### config.mk
export PLATFORM = sky130hd
export DESIGN_NAME = mcv_ctrl
export DESIGN_NICKNAME = d
export VERILOG_FILES = /design/src/design/mcv_pkg.sv /design/src/design/mcv_ctrl.sv
export SDC_FILE = /design/constraint.sdc
export NUM_CORES = 1
export LEC_CHECK = 0
export BUFFER_PORTS_ARGS = -buffer_cell sky130_fd_sc_hd__buf_2
export CORE_AREA = 2 2 39 41
export CTS_CLUSTER_DIAMETER = 60
export DETAILED_ROUTE_END_ITERATION = 10
export DIE_AREA = 0 0 41 43
export PLACE_DENSITY = 0.49
export SYNTH_ARGS = -nofsm -noshare
export SYNTH_HDL_FRONTEND = slang
export SYNTH_SLANG_ARGS = --single-unit
### constraint.sdc
create_clock -name clk -period 1.5 [get_ports clk]
set_input_delay 0.075 -clock clk [delete_from_list [all_inputs] [get_ports clk]]
set_output_delay 0.075 -clock clk [all_outputs]
set_load 0.01 [all_outputs]
### src/design/mcv_pkg.sv
// Package for the multichannel valid convolution block.
// Holds sizes, item kinds, register indexes, payload and control structs.
`default_nettype none
package mcv_pkg;
  localparam int MAX_CHANNELS = 8;
  localparam int MAX_KERNEL   = 5;
  localparam int MAX_DIM      = 32;
  localparam int WDEPTH = MAX_CHANNELS * MAX_KERNEL * MAX_KERNEL;
  localparam int IDEPTH = MAX_CHANNELS * MAX_DIM * MAX_DIM;
  localparam int WAW = $clog2(WDEPTH);
  localparam int IAW = $clog2(IDEPTH);
  localparam int CHW = (MAX_CHANNELS > 1) ? $clog2(MAX_CHANNELS) : 1;
  localparam int KW  = (MAX_KERNEL > 1) ? $clog2(MAX_KERNEL) : 1;
  localparam int DW  = $clog2(MAX_DIM);

  localparam logic [1:0] KIND_WEIGHT  = 2'd0;
  localparam logic [1:0] KIND_PIXEL   = 2'd1;
  localparam logic [1:0] KIND_COMPUTE = 2'd2;

  localparam logic [2:0] REG_KSIZE  = 3'd0;
  localparam logic [2:0] REG_STRIDE = 3'd1;
  localparam logic [2:0] REG_HEIGHT = 3'd2;
  localparam logic [2:0] REG_WIDTH  = 3'd3;
  localparam logic [2:0] REG_CHANS  = 3'd4;

  typedef struct packed {
    logic [1:0]         kind;
    logic [2:0]         channel;
    logic [4:0]         row;
    logic [4:0]         col;
    logic signed [15:0] value;
  } in_item_t;

  typedef struct packed {
    logic [4:0]         out_row;
    logic [4:0]         out_col;
    logic signed [47:0] sum;
    logic               range_error;
  } out_item_t;

  // controller -> datapath
  typedef struct packed {
    logic load;      // latch request and compute window origin
    logic clr;       // clear accumulator, reset counters
    logic issue;     // issue one read pair and advance counters
    logic emit;      // present result
  } dp_cmd_t;

  // datapath -> controller
  typedef struct packed {
    logic err;       // request out of range
    logic last;      // final read pair issued
    logic drained;   // MAC pipe empty
  } dp_sts_t;
endpackage
`default_nettype wire

### src/design/mcv_ctrl.sv
// Controller state machine for the convolution block.
// Depends on mcv_pkg.
`default_nettype none
module mcv_ctrl (
  input  wire logic            clk,
  input  wire logic            rst_n,
  input  wire logic            start,
  input  wire logic [1:0]      kind,
  input  wire mcv_pkg::dp_sts_t sts,
  output logic                 busy,
  output mcv_pkg::dp_cmd_t     cmd
);
  import mcv_pkg::*;
  typedef enum logic [4:0] {
    S_IDLE  = 5'b00001,
    S_CHECK = 5'b00010,
    S_RUN   = 5'b00100,
    S_DRAIN = 5'b01000,
    S_EMIT  = 5'b10000
  } state_t;
  state_t state_r, state_nxt;

  always_comb begin
    state_nxt = state_r;
    cmd = '0;
    case (state_r)
      S_IDLE: begin
        if (start && kind == KIND_COMPUTE) begin
          cmd.load = 1'b1;
          state_nxt = S_CHECK;
        end
      end
      S_CHECK: begin
        cmd.clr = 1'b1;
        state_nxt = sts.err ? S_EMIT : S_RUN;
      end
      S_RUN: begin
        cmd.issue = 1'b1;
        if (sts.last) state_nxt = S_DRAIN;
      end
      S_DRAIN: if (sts.drained) state_nxt = S_EMIT;
      S_EMIT: begin
        cmd.emit = 1'b1;
        state_nxt = S_IDLE;
      end
      default: state_nxt = S_IDLE;
    endcase
  end

  assign busy = (state_r != S_IDLE);

  always_ff @(posedge clk) begin
    if (!rst_n) state_r <= S_IDLE;
    else        state_r <= state_nxt;
  end
endmodule
`default_nettype wire

; ---- Word-level counts from Yosys, hierarchy flattened
; Cells that the tools add are included.
[totals]
word_cells = 23
ff_bits = 5
out_inout_bits = 5
inputBits = 8
[op_classes]
n_mux = 10
reduce_logical = 2
eq_ne = 10
[op_table]
columns = op, count
row1 = 2-to-1 mux 5 bit, 4
row2 = case mux 5 bit (4 select lines), 1
row3 = inequality test 2 bit (second input constant), 3
row4 = equality test 5 x 1 -> 1 bit (second input constant), 1
row5 = equality test 5 x 2 -> 1 bit (second input constant), 1
row6 = equality test 5 x 3 -> 1 bit (second input constant), 1
row7 = equality test 5 x 4 -> 1 bit (second input constant), 1
row8 = equality test 5 bit (second input constant), 1
row9 = 2-to-1 mux 1 bit, 5
row10 = inequality test 5 x 1 -> 1 bit (second input constant), 1
row11 = AND reduction 3 bit, 1
row12 = equality test 2 bit (second input constant), 1
row13 = logical AND 1 bit, 1

; ---- Depth between registers and ports, before layout
; Gate-level depths: netlist of the first run.
[depth]
word_depth = 4
ltp_mapped = 4

; ---- Worst setup path before layout of the first run
; No wires, ideal clock.
[synth_path]
path_kind = register to register
from = reg state_r[1]
to = reg state_r[3]
path_buffers = 1
slack_ns = 0.060
t_arrival_ns = 1.370
required_ns = 1.430
period_less_slack_ns = 1.440
path_stages_with_launch = 5
path_cell_list = dfxtp_1 > buf_6 > or3_4 > or4b_1 > a21oi_1
[synth_between]
elab_chain_cells = 3
word_cells_on_any_way = 9
classes_between = eq/ne: 7 / mux: 1 / reduce/logical: 1
[synth_lines]
columns = element, line_no
row1 = from (decl), mcv_ctrl.sv:21  ; state_t state_r, state_nxt;
row2 = from (signal assigned), mcv_ctrl.sv:54  ; else state_r <= state_nxt;
row3 = "equality test 5 x 1 -> 1 bit, or another cell as far along", mcv_ctrl.sv:26  ; case (state_r)
row4 = inequality test 2 bit (no source line), n/a
row5 = AND reduction 3 bit (no source line), n/a
; Several ways; a longest one is shown, not always the timed one.
; A chain may end at the register's enable or synchronous reset.

==> results by stage, run 1 <==
Outcome:
- The flow ran to the end, and the final reports show no timing, DRC or antenna violations.

Routing:
- The count of vias placed by the detailed router is 363.
- The detailed-routing iteration count for the pre-antenna-repair pass is 2.
- The count of antenna-violating nets left after detailed routing is 0.
- After the first detailed-routing iteration, the DRC count stood at 13.
- The wire length per cell after detailed routing is 11.37 µm.
- The final routed wirelength across all metal layers is 853 µm.
- Dividing the detail-routed via count by the number of cells gives 4.840.
- In the routed design, unresolved DRC markers number 0.

Floorplanning:
- The area enclosed by the die boundary is 1763 µm².
- The die width is 41 µm.
- In this run the core area contains 14 standard-cell rows.
- The floorplan step set the die height to 43 µm.
- The core region is 1384 µm².
- Once the floorplan was initialized, standard cells occupied 23.51% of the core.
- The count of boundary I/O pins is 13.

Worst setup path:
- Of all nets on the critical path, the largest fanout is 3.
- The worst setup path is launched from a flop.
- The arrival time of data at the critical path endpoint is 1410 ps.
- The endpoint required time on the critical path is 1420 ps.
- The worst setup path is captured at a primary output.
- The category of the most critical setup path is reg -> out.

Synth:
- For this run, the number of Yosys warnings is 0.
- The share of the yosys chip area belonging to registers is 30.77%.
- The proportion of register bits with asynchronous set or reset after synthesis is 0%.
- The number of flops mapped to enable cells by yosys is 0.
- The gate count after technology mapping is 39.
- The total nets after synthesis is 47.
- Yosys mapped the design onto 24 distinct sky130hd cell types.
- The most used flip-flop cell after synthesis is dfxtp_1.
- The count of state elements after synthesis is 5.
- After synthesis, the mean cell area works out to 8.341 µm².
- After synthesis the cells add up to 325.3 µm².

CTS:
- The clock tree from TritonCTS is yes.
- The maximum level of the CTS H-tree is 1.
- Clock-pin slew was measured on the worst setup and hold paths at 50 ps.
- The clock net in this run drives a total of 5 sinks.
- The CTS root buffer is clkbuf_4.
- The insertion delay to the later sink of the worst-skew pair is 250 ps.
- Clock tree synthesis inserted a total of 3 buffers.
- The maximum count of clock buffers along a single path is 2.

Worst hold path:
- The path class of the lowest-slack min-delay path is in -> reg.

Layout:
- Excluding fillers, the count of instances in the completed layout stands at 75.
- state_r holds more flip-flops than any other register.
- The total inserted antenna cells is 0.
- The area growth from synthesis to final layout is 43.46%.
- Of the cells placed in the final design, the portion with a size suffix greater than 1 is 44.07%.
- After the last flow step, the layout net total stands at 68.
- In the final layout, the registers with the most flip-flops are state_r: 5 flops.
- The register with the most flip-flops in the layout has 5 of them.

GRT:
- The number of global-route vias before repair is 321.
- The largest net degree at the start of global routing is 9.
- The overall routing resource usage is 11.02%.
- For this run the aggregate overflow at the end of global routing stands at 0.
- The first global-routing pass estimated 1262 µm of wire.
- The initial antenna violation count was 0.

Timing:
- For the final routed database, the setup TNS stands at 0 ps.
- The post-route fraction of the period consumed by the critical path is 99.16%.
- The clock arrives with 1.502 ps of skew.
- The tightest hold path in the finished design has a slack of 64.95 ps.
- Setup violations remaining at the end of the flow were counted as 0.
- The final count of pins violating max slew is 0.
- The least setup slack across all paths after layout is 12.53 ps.
- The total count of hold-check failures in the final report is 0.
- Setup repair after global routing could not meet its margin everywhere.
- The worst-margin pin slew is 399.2 ps.
- The worst slew slack as a fraction of its limit is 73.16%.
- The minimum clock period after layout is 1487 ps.
- The peak clock frequency supported by timing is 672.3 MHz.

Placement:
- The worst setup slack before clock tree synthesis is 79.38 ps.
- After legalization and detailed placement, the total HPWL measured 650.9 µm.
- The count of input and output buffers is 12.
- Routability-driven placement finished with a final weighted congestion of 0.7433.
- The number of cells after detailed placement is 70.

Power and ir drop:
- Power spread over the standard cell area amounts to 723.0 nW/µm².
- The leakage power is 0.2168 nW.
- The peak supply drop is 0.1909 mV.

Job:
- The max-capacitance violation count is 0.
final cells by class:
type	instances	area, µm²
tap	16	20.02
clock buffer	4	26.28
sequential	5	103.9
fill	155	917.1
timing repair buffer	18	105.1
inverter	1	3.754
multi-input combinational	31	207.7
synthesized netlist by cell type (2+ instances only):
cell | number | area [µm²]
o31ai_1 | 2 | 15.01
nor3_1 | 2 | 10.01
nand4b_1 | 2 | 17.52
a21oi_1 | 3 | 15.01
nor2_1 | 5 | 18.77
dfxtp_1 | 5 | 100.1
or4b_1 | 2 | 20.02
and3_1 | 2 | 12.51
power breakdown:
| part | switching, mW | leakage (nW) | internal, mW |
|---|---|---|---|
| sequential | 0.00129 | 0.0419 | 0.135 |
| combinational | 0.0179 | 0.160 | 0.0200 |
| clock | 0.0623 | 0.0150 | 0.101 |
metal layers:
layer | track usage [%] | vias up | part of all wire [%]
met5 | 0 | - | 0
met4 | 10.00 | 0 | 2.0
met3 | 1.571 | 2 | 4.7
met2 | 16.25 | 15 | 47
met1 | 12.78 | 158 | 46
li1 | - | 188 | -
placed cells by master (no fill, tap or decap):
master,count
a21oi_1,3
and3_1,2
and3b_1,1
buf_2,12
buf_4,6
clkbuf_1,1
clkbuf_4,3
dfxtp_1,2
dfxtp_2,3
inv_1,1
nand2b_1,1
nand3b_1,1
nand4_1,1
nand4b_1,2
nor2_1,5
nor2b_1,1
nor3_1,2
nor4_1,1
nor4b_1,1
o21ai_0,1
o31ai_1,2
o41ai_1,1
or2_4,1
or3_1,1
or3_4,1
or4b_1,2
xnor2_1,1
stage by stage:
stage | utilization [%] | power, mW | instance area [µm²]
2_1_floorplan | - | 0.1572 | 325.3
3_3_place_gp | 30.83 | 0.1737 | 426.7
3_5_place_dp | 30.83 | 0.1740 | 426.7
4_1_cts | 33.73 | 0.3433 | 466.7
5_1_grt | 33.73 | 0.3475 | 466.7
6_report | 33.73 | 0.3374 | 466.7
kinds of logic after synthesis:
logic type	Yosys count	synth area share [%]
AO/OA/AOI/OAI	7	13.46
XOR/XNOR	1	2.693
buffers and inverters	3	6.151
flip-flops	5	30.77
AND/OR/NAND/NOR	23	46.93
critical path, cell delays in order (launching register included):
cell and delay, ps:
dfxtp_2 320, or3_4 400, or2_4 240, nor2_1 70, buf_2 130
repair_timing:
action,4_1_cts,5_1_grt
endpoints found under the setup margin,2,1
resized for setup,4,0
endpoints found under the hold margin,0,0
hold buffers,0,0
pin swaps,1,1
buffers inserted,1,0
final timing paths:
| path | from | endpoint | slack, ps | cells after the start |
|---|---|---|---|---|
| max | state_r[4] | cmd[3] | 10 | 4 |
| min | rst_n | state_r[1] | 60 | 3 |
| min reg2reg | state_r[2] | state_r[3] | 530 | 2 |
| max reg2reg | state_r[4] | state_r[3] | 90 | 3 |
No activity file was read; power rests on OpenSTA's default activity.
==> run 2, diff against run 1 <==
REMOVE_ABC_BUFFERS = 1   (was not set)
==> run 2 against run 1 <==
Highest routed layer unchanged; clock skew barely moved; largest power group unchanged; core utilization rose by 0.36 points; global-route usage rose by 0.12 points; critical endpoint unchanged; largest cell class unchanged.
==> results by stage, run 2 (synthesized netlist as in run 1, its figures left out) <==
Outcome:
- The run finished with clean final reports.

Worst setup path:
- For this design, the slowest cell found on the critical path is or3_4.
- The category of the most critical setup path is reg -> out.
- The critical path goes through or3_4 -> or2_4 -> nor2_1 -> buf_2.
- The path depth of the worst reg2reg path is 4 (+1).
- The endpoint required time on the critical path is 1420 ps (about the same).
- The worst setup path is launched from a flop.
- The largest fanout on the critical path is 3 (unchanged).
- STA classifies the critical path endpoint as a primary output.
- The arrival time of data at the critical path endpoint is 1410 ps (about the same).
- The worst stage delay on the critical path is 390 ps (about the same).

CTS:
- CTS placed an instance of clkbuf_4 at the clock tree root.
- The number of clock sinks is 5 (unchanged).
- TritonCTS built the clock tree.
- The insertion delay to the later sink of the worst-skew pair was 240 ps (about the same).
- The clock-pin slew reported for the worst setup and hold paths after clock tree synthesis is 40 ps (about the same).
- The total clock buffers created by CTS is 3 (unchanged).
- The maximum count of clock buffers along a single path is 2 (unchanged).
- The maximum level of the CTS H-tree was 1 (unchanged).

Layout:
- In the layout the commonest cells are buf_2 (12), buf_4 (7), nor2_1 (5).
- The final net count is 69 (+1.5%).
- The leading cell type in the layout, fill and taps excluded is buf_2.
- The largest registers in the layout are state_r: 5 flops.
- The total inserted antenna cells came to 0 (unchanged).
- The number of flip-flops in the largest register is 5 (unchanged).
- The share of the core filled with cells in the final layout is 34.09% (+0.36 points).
- The most flop-heavy register is state_r.
- The share of post-route cells with drive strength above 1 is 41.67% (-2.4 points).
- Relative to the synthesized area, the layout overhead comes to 45.00%.

Timing:
- The minimum clock period after layout came to 1487 ps (-0.8419 ps).
- The setup TNS is 0 ps (unchanged).
- The post-route fraction of the period consumed by the critical path is 99.11% (about the same).
- The final hold slack was 77.70 ps (+12.76 ps).
- The least setup slack across all paths after layout is 13.38 ps (+0.8419 ps).
- The peak clock frequency supported by timing came to 672.7 MHz (about the same).
- The final number of setup-violating endpoints is 0 (unchanged).
- The final count of pins violating max slew is 0 (unchanged).
- The total count of hold-check failures in the final report is 0 (unchanged).
- Setup repair after global routing could not meet its margin everywhere.
- The worst slew slack as a fraction of its limit came to 72.55% (-0.61 points).
- The worst clock skew came to 1.709 ps (+0.2067 ps).
- The worst-margin pin slew is 406.0 ps (+6.871 ps).

Routing:
- The wire length per cell after detailed routing is 11.63 µm (+2.3%).
- The post-route DRC violation count was 0 (unchanged).
- The count of vias placed by the detailed router is 377 (+3.9%).
- The detailed-routing iteration count for the pre-antenna-repair pass is 4 (+2).
- The via-per-instance ratio is 4.961 (+2.5%).
- The final routed wirelength across all metal layers came to 884 µm (+3.6%).
- The count of antenna-violating nets left after detailed routing is 0 (unchanged).
- The detailed router's first-iteration violation count was 4 (-9).

Power and ir drop:
- The power density relative to cell area is 705.9 nW/µm² (-2.4%).
- The leakage power is 0.2224 nW (+2.6%).
- The peak supply drop is 0.4119 mV (+120%).

Floorplanning:
- The die width came to 41 µm (unchanged).
- The area of the placeable core is 1384 µm² (unchanged).
- The area enclosed by the die boundary is 1763 µm² (unchanged).
- The die span in y is 43 µm (unchanged).
- The row count is 14 (unchanged).
- The count of boundary I/O pins came to 13 (unchanged).
- The starting density of the core is 23.51% (unchanged).

Placement:
- The HPWL reported at the end of detailed placement was 653.7 µm (+0.43%).
- The weighted congestion reported at the end of routability-driven placement is 0.8475 (+14%).
- The worst setup slack before clock tree synthesis is 100.2 ps (+20.83 ps).
- The count of input and output buffers was 12 (unchanged).

GRT:
- The wire length of the first global-routing pass came to 1331 µm (+5.5%).
- The largest net degree at the start of global routing was 7 (-2).
- The global-route congestion overflow total is 0 (unchanged).
- The number of global-route vias before repair is 334 (+4.0%).
- The initial antenna violation count is 0 (unchanged).
- The overall routing resource usage came to 11.14% (+0.12 points).

Worst hold path:
- The path class of the lowest-slack min-delay path is in -> reg.
- The instance count along the most critical hold path was 3 (unchanged).

Job:
- The max-capacitance violation count came to 0 (unchanged).
-- run 2: cell count changes in the layout (fill, tap and decap cells not counted), sizes merged --
cell | previous run | this run
buf | 18 | 19
-- run 2: final cells by class --
cell class	instances	area, µm²
sequential	5	101.3
fill	149	912.1
inverter	1	3.754
tap	16	20.02
timing repair buffer	19	112.6
clock buffer	4	26.28
multi-input combinational	31	207.7
-- run 2: path summary, 6_finish.rpt --
check | from | to | slack (ps)
worst min-delay path | rst_n | state_r[1] | 80
worst min register to register | state_r[1] | state_r[1] | 640
worst max-delay path | state_r[1] | cmd[3] | 10
worst max register to register | state_r[1] | state_r[2] | 90
-- run 2: per-stage QoR --
stage / cells / cell area [µm²] / total power, mW
2_1_floorplan: 37 / 309.0 / 0.1556
3_3_place_gp: 71 / 434.2 / 0.1744
3_5_place_dp: 71 / 434.2 / 0.1741
4_1_cts: 76 / 471.7 / 0.3392
5_1_grt: 76 / 471.7 / 0.3551
6_report: 76 / 471.7 / 0.3330
-- run 2: per-layer routing --
layer,vias to the layer above,global-route usage (%),share of wire [%]
met5,-,0,0
met4,0,2.000,1.6
met3,2,7.853,8.8
met2,20,15.00,42
met1,162,14.47,47
li1,193,-,-
-- run 2: worst max-delay path: cells and delay by family, from the launching register on --
| kind | cells | cell delay, ps |
|---|---|---|
| simple gates | 3 | 720 |
| flops | 1 | 310 |
| buf+inv | 1 | 130 |
-- run 2: report_power, final --
group / switching [mW] / internal, mW
Sequential: 0.000793 / 0.135
Combinational: 0.0185 / 0.0200
Clock: 0.0579 / 0.101
Total: 0.0772 / 0.256
-- run 2: repair_timing --
action	CTS	global route
hold buffers	0	0
setup buffers	1	0
setup endpoints to repair	2	1
pin swaps	0	0
gates resized for setup	2	0
==> run 3, diff against run 2 <==
PLACE_DENSITY = not set   (was 0.49)
==> run 3 against run 2 <==
The flow now finishes with violations (negative setup slack); clock power grew 4%; count of clock-buffer cells in the layout unchanged; via count down 1.6%; worst setup slack worse by 18 ps; routed wire length shrank 3.7%; die area unchanged; critical endpoint unchanged; largest power group unchanged.
==> results by stage, run 3 (synthesized netlist as in run 1, its figures left out) <==
Worst setup path:
- The launching point of the worst reg2reg path is state_r[1].
- The slack of the worst reg-to-reg path is 110 ps (+20 ps).
- The critical path in this run is classified as reg -> out.
- The launch point of the worst path is state_r[1].
- The endpoint required time on the critical path came to 1420 ps (about the same).
- Following the worst setup path forward leads to its endpoint at cmd[3].
- The capture point of the worst reg-to-reg path is state_r[3].
- The category of the worst setup path launch point is a flop.
- The largest fanout on the critical path came to 3 (unchanged).
- The path depth of the worst reg2reg path is 3 (-1).
- The type of destination of the critical path is a primary output.
- The arrival time of data at the critical path endpoint came to 1430 ps (+20 ps).

Layout:
- The filler cell count is 151 (+1.3%).
- The number of flip-flops in the largest register is 5 (unchanged).
- The total inserted antenna cells is 0 (unchanged).
- In the layout the commonest cells are buf_2 (12), buf_4 (6), nor2_1 (4).
- The area growth from synthesis to final layout is 44.62%.
- The flip-flop and latch area is 105.1 µm² (+3.7%).
- The largest registers in the layout are state_r: 5 flops.
- The leading cell type in the layout, fill and taps excluded is buf_2.
- The share of the core filled with cells in the final layout was 34.00% (-0.090 points).
- The most flop-heavy register is state_r.
- The share of post-route cells with drive strength above 1 is 44.07% (+2.4 points).
- The final net count is 68 (-1.4%).
- The post-route non-filler standard cell count came to 75 (-1.3%).
- The area of the multi-input gates came to 210.2 µm² (+1.2%).

Job:
- The max-capacitance violation count is 0 (unchanged).

Routing:
- The post-route DRC violation count is 0 (unchanged).
- The via-per-instance ratio is 4.947 (-0.28%).
- The wire length per cell after detailed routing is 11.35 µm (-2.4%).
- The detailed router's first-iteration violation count was 4 (unchanged).
- The count of antenna-violating nets left after detailed routing is 0 (unchanged).
- The detailed-routing iteration count for the pre-antenna-repair pass is 3 (-1).
- The final routed wirelength across all metal layers was 851 µm (-3.7%).
- The count of vias placed by the detailed router came to 371 (-1.6%).

Power and ir drop:
- The peak supply drop is 0.3379 mV (-18%).
- The total power of the final layout is 338.8 µW (+1.8%).
- The power density relative to cell area was 720.2 nW/µm² (+2.0%).
- The leakage power came to 0.2174 nW (-2.2%).

Placement:
- The weighted congestion reported at the end of routability-driven placement is 0.8360 (-1.4%).
- The HPWL reported at the end of detailed placement is 626 µm (-4.2%).
- The count of input and output buffers is 12 (unchanged).
- The number of cells after detailed placement is 70 (-1.4%).

Timing:
- The minimum clock period after layout is 1505 ps (+18.14 ps).
- The setup TNS is -4.762 ps (-4.762 ps).
- The total count of hold-check failures in the final report was 0 (unchanged).
- Setup repair after global routing could not meet its margin everywhere.
- The worst clock skew came to 2.388 ps (+0.6791 ps).
- The final number of setup-violating endpoints is 1 (+1).
- The post-route fraction of the period consumed by the critical path was 100.3% (+1.2 points).
- The worst-margin pin slew is 376.8 ps (-29.23 ps).
- The worst slew slack as a fraction of its limit came to 74.52% (+2.0 points).
- The peak clock frequency supported by timing is 664.6 MHz (-1.2%).
- The least setup slack across all paths after layout is -4.762 ps (-18.14 ps).
- The final count of pins violating max slew is 0 (unchanged).

CTS:
- Clock tree synthesis selected as its root buffer the cell clkbuf_4.
- The hold buffer count at cts is 0 (unchanged).
- The total clock buffers created by CTS is 3 (unchanged).
- The insertion delay to the later sink of the worst-skew pair is 250 ps (about the same).
- The clock-pin slew reported for the worst setup and hold paths after clock tree synthesis came to 50 ps (about the same).
- The maximum count of clock buffers along a single path is 2 (unchanged).
- The maximum level of the CTS H-tree is 1 (unchanged).
- The number of clock sinks was 5 (unchanged).
- The clock tree from TritonCTS is yes.

Floorplanning:
- The die span in y is 43 µm (unchanged).
- The starting density of the core is 23.51% (unchanged).
- The area of the placeable core was 1384 µm² (unchanged).
- The row count is 14 (unchanged).
- The area enclosed by the die boundary is 1763 µm² (unchanged).
- The count of boundary I/O pins was 13 (unchanged).
- The die width is 41 µm (unchanged).

GRT:
- The initial antenna violation count is 0 (unchanged).
- The overall routing resource usage is 12.29% (+1.1 points).
- The number of global-route vias before repair is 339 (+1.5%).
- The largest net degree at the start of global routing is 9 (+2).
- The wire length of the first global-routing pass is 1393 µm (+4.7%).
- The global-route congestion overflow total is 0 (unchanged).

Outcome:
- The final reports fail on negative setup slack.
- The flow ran to the end, but the final reports show violations.

Worst hold path:
- The path class of the lowest-slack min-delay path is in -> reg.
==> run 3: cell types whose count changed in the layout (fill, tap and decap cells not counted), sizes merged <==
cell / delta
buf: -1
==> run 3: how the worst min path moves through the flow <==
stage,start,end,slack [ps],cells past startpoint
3_3_place_gp,rst_n,state_r[1],330,3
6_report,rst_n,state_r[1],60,3
4_1_cts,rst_n,state_r[1],60,3
2_1_floorplan,rst_n,state_r[1],200,2
3_5_place_dp,rst_n,state_r[1],330,3
5_1_grt,rst_n,state_r[1],70,3
==> run 3: layout make-up <==
class | count | share of cell area, %
Sequential cell | 5 | 22.34
Clock buffer | 4 | 5.585
Tap cell | 16 | 4.255
Multi-Input combinational cell | 31 | 44.68
Inverter | 1 | 0.7979
Timing Repair Buffer | 18 | 22.34
==> run 3: stage by stage <==
step	instance area [µm²]	worst slack (ps)	hold WS, ps
after floorplan	309.0	94.14	195.1
after global placement	426.7	101.4	332.0
after detailed placement	426.7	65.71	333.8
after CTS	467.9	-11.00	56.46
after global routing	470.5	-62.84	73.28
final	470.5	-4.762	60.77
==> run 3: report_power, final <==
part	switching (mW)	total, mW	internal [mW]
clock	0.0643	0.165	0.101
combinational	0.0190	0.0391	0.0202
sequential	0.000794	0.134	0.133
total	0.0840	0.339	0.255
==> run 3: what timing repair did <==
action / 4_1_cts / 5_1_grt
buffers inserted: 1 / 0
resized for setup: 4 / 1
pin swaps: 1 / 0
endpoints found under the setup margin: 2 / 1
==> run 3: routing by layer <==
layer / GRT usage [%] / share of wire (%) / up-vias / wire length [µm]
met5: 0 / 0 / - / 0
met4: 10.00 / 2.2 / 0 / 19
met3: 4.712 / 7.2 / 2 / 61
met2: 17.19 / 45 / 13 / 381
met1: 13.96 / 46 / 170 / 389
li1: - / - / 186 / -
==> run 3: critical path, cell delays in order (launching register included) <==
cell     delay [ps]
dfxtp_4         340
or3_4           370
or2_4           250
nor2_2           90
buf_2           130
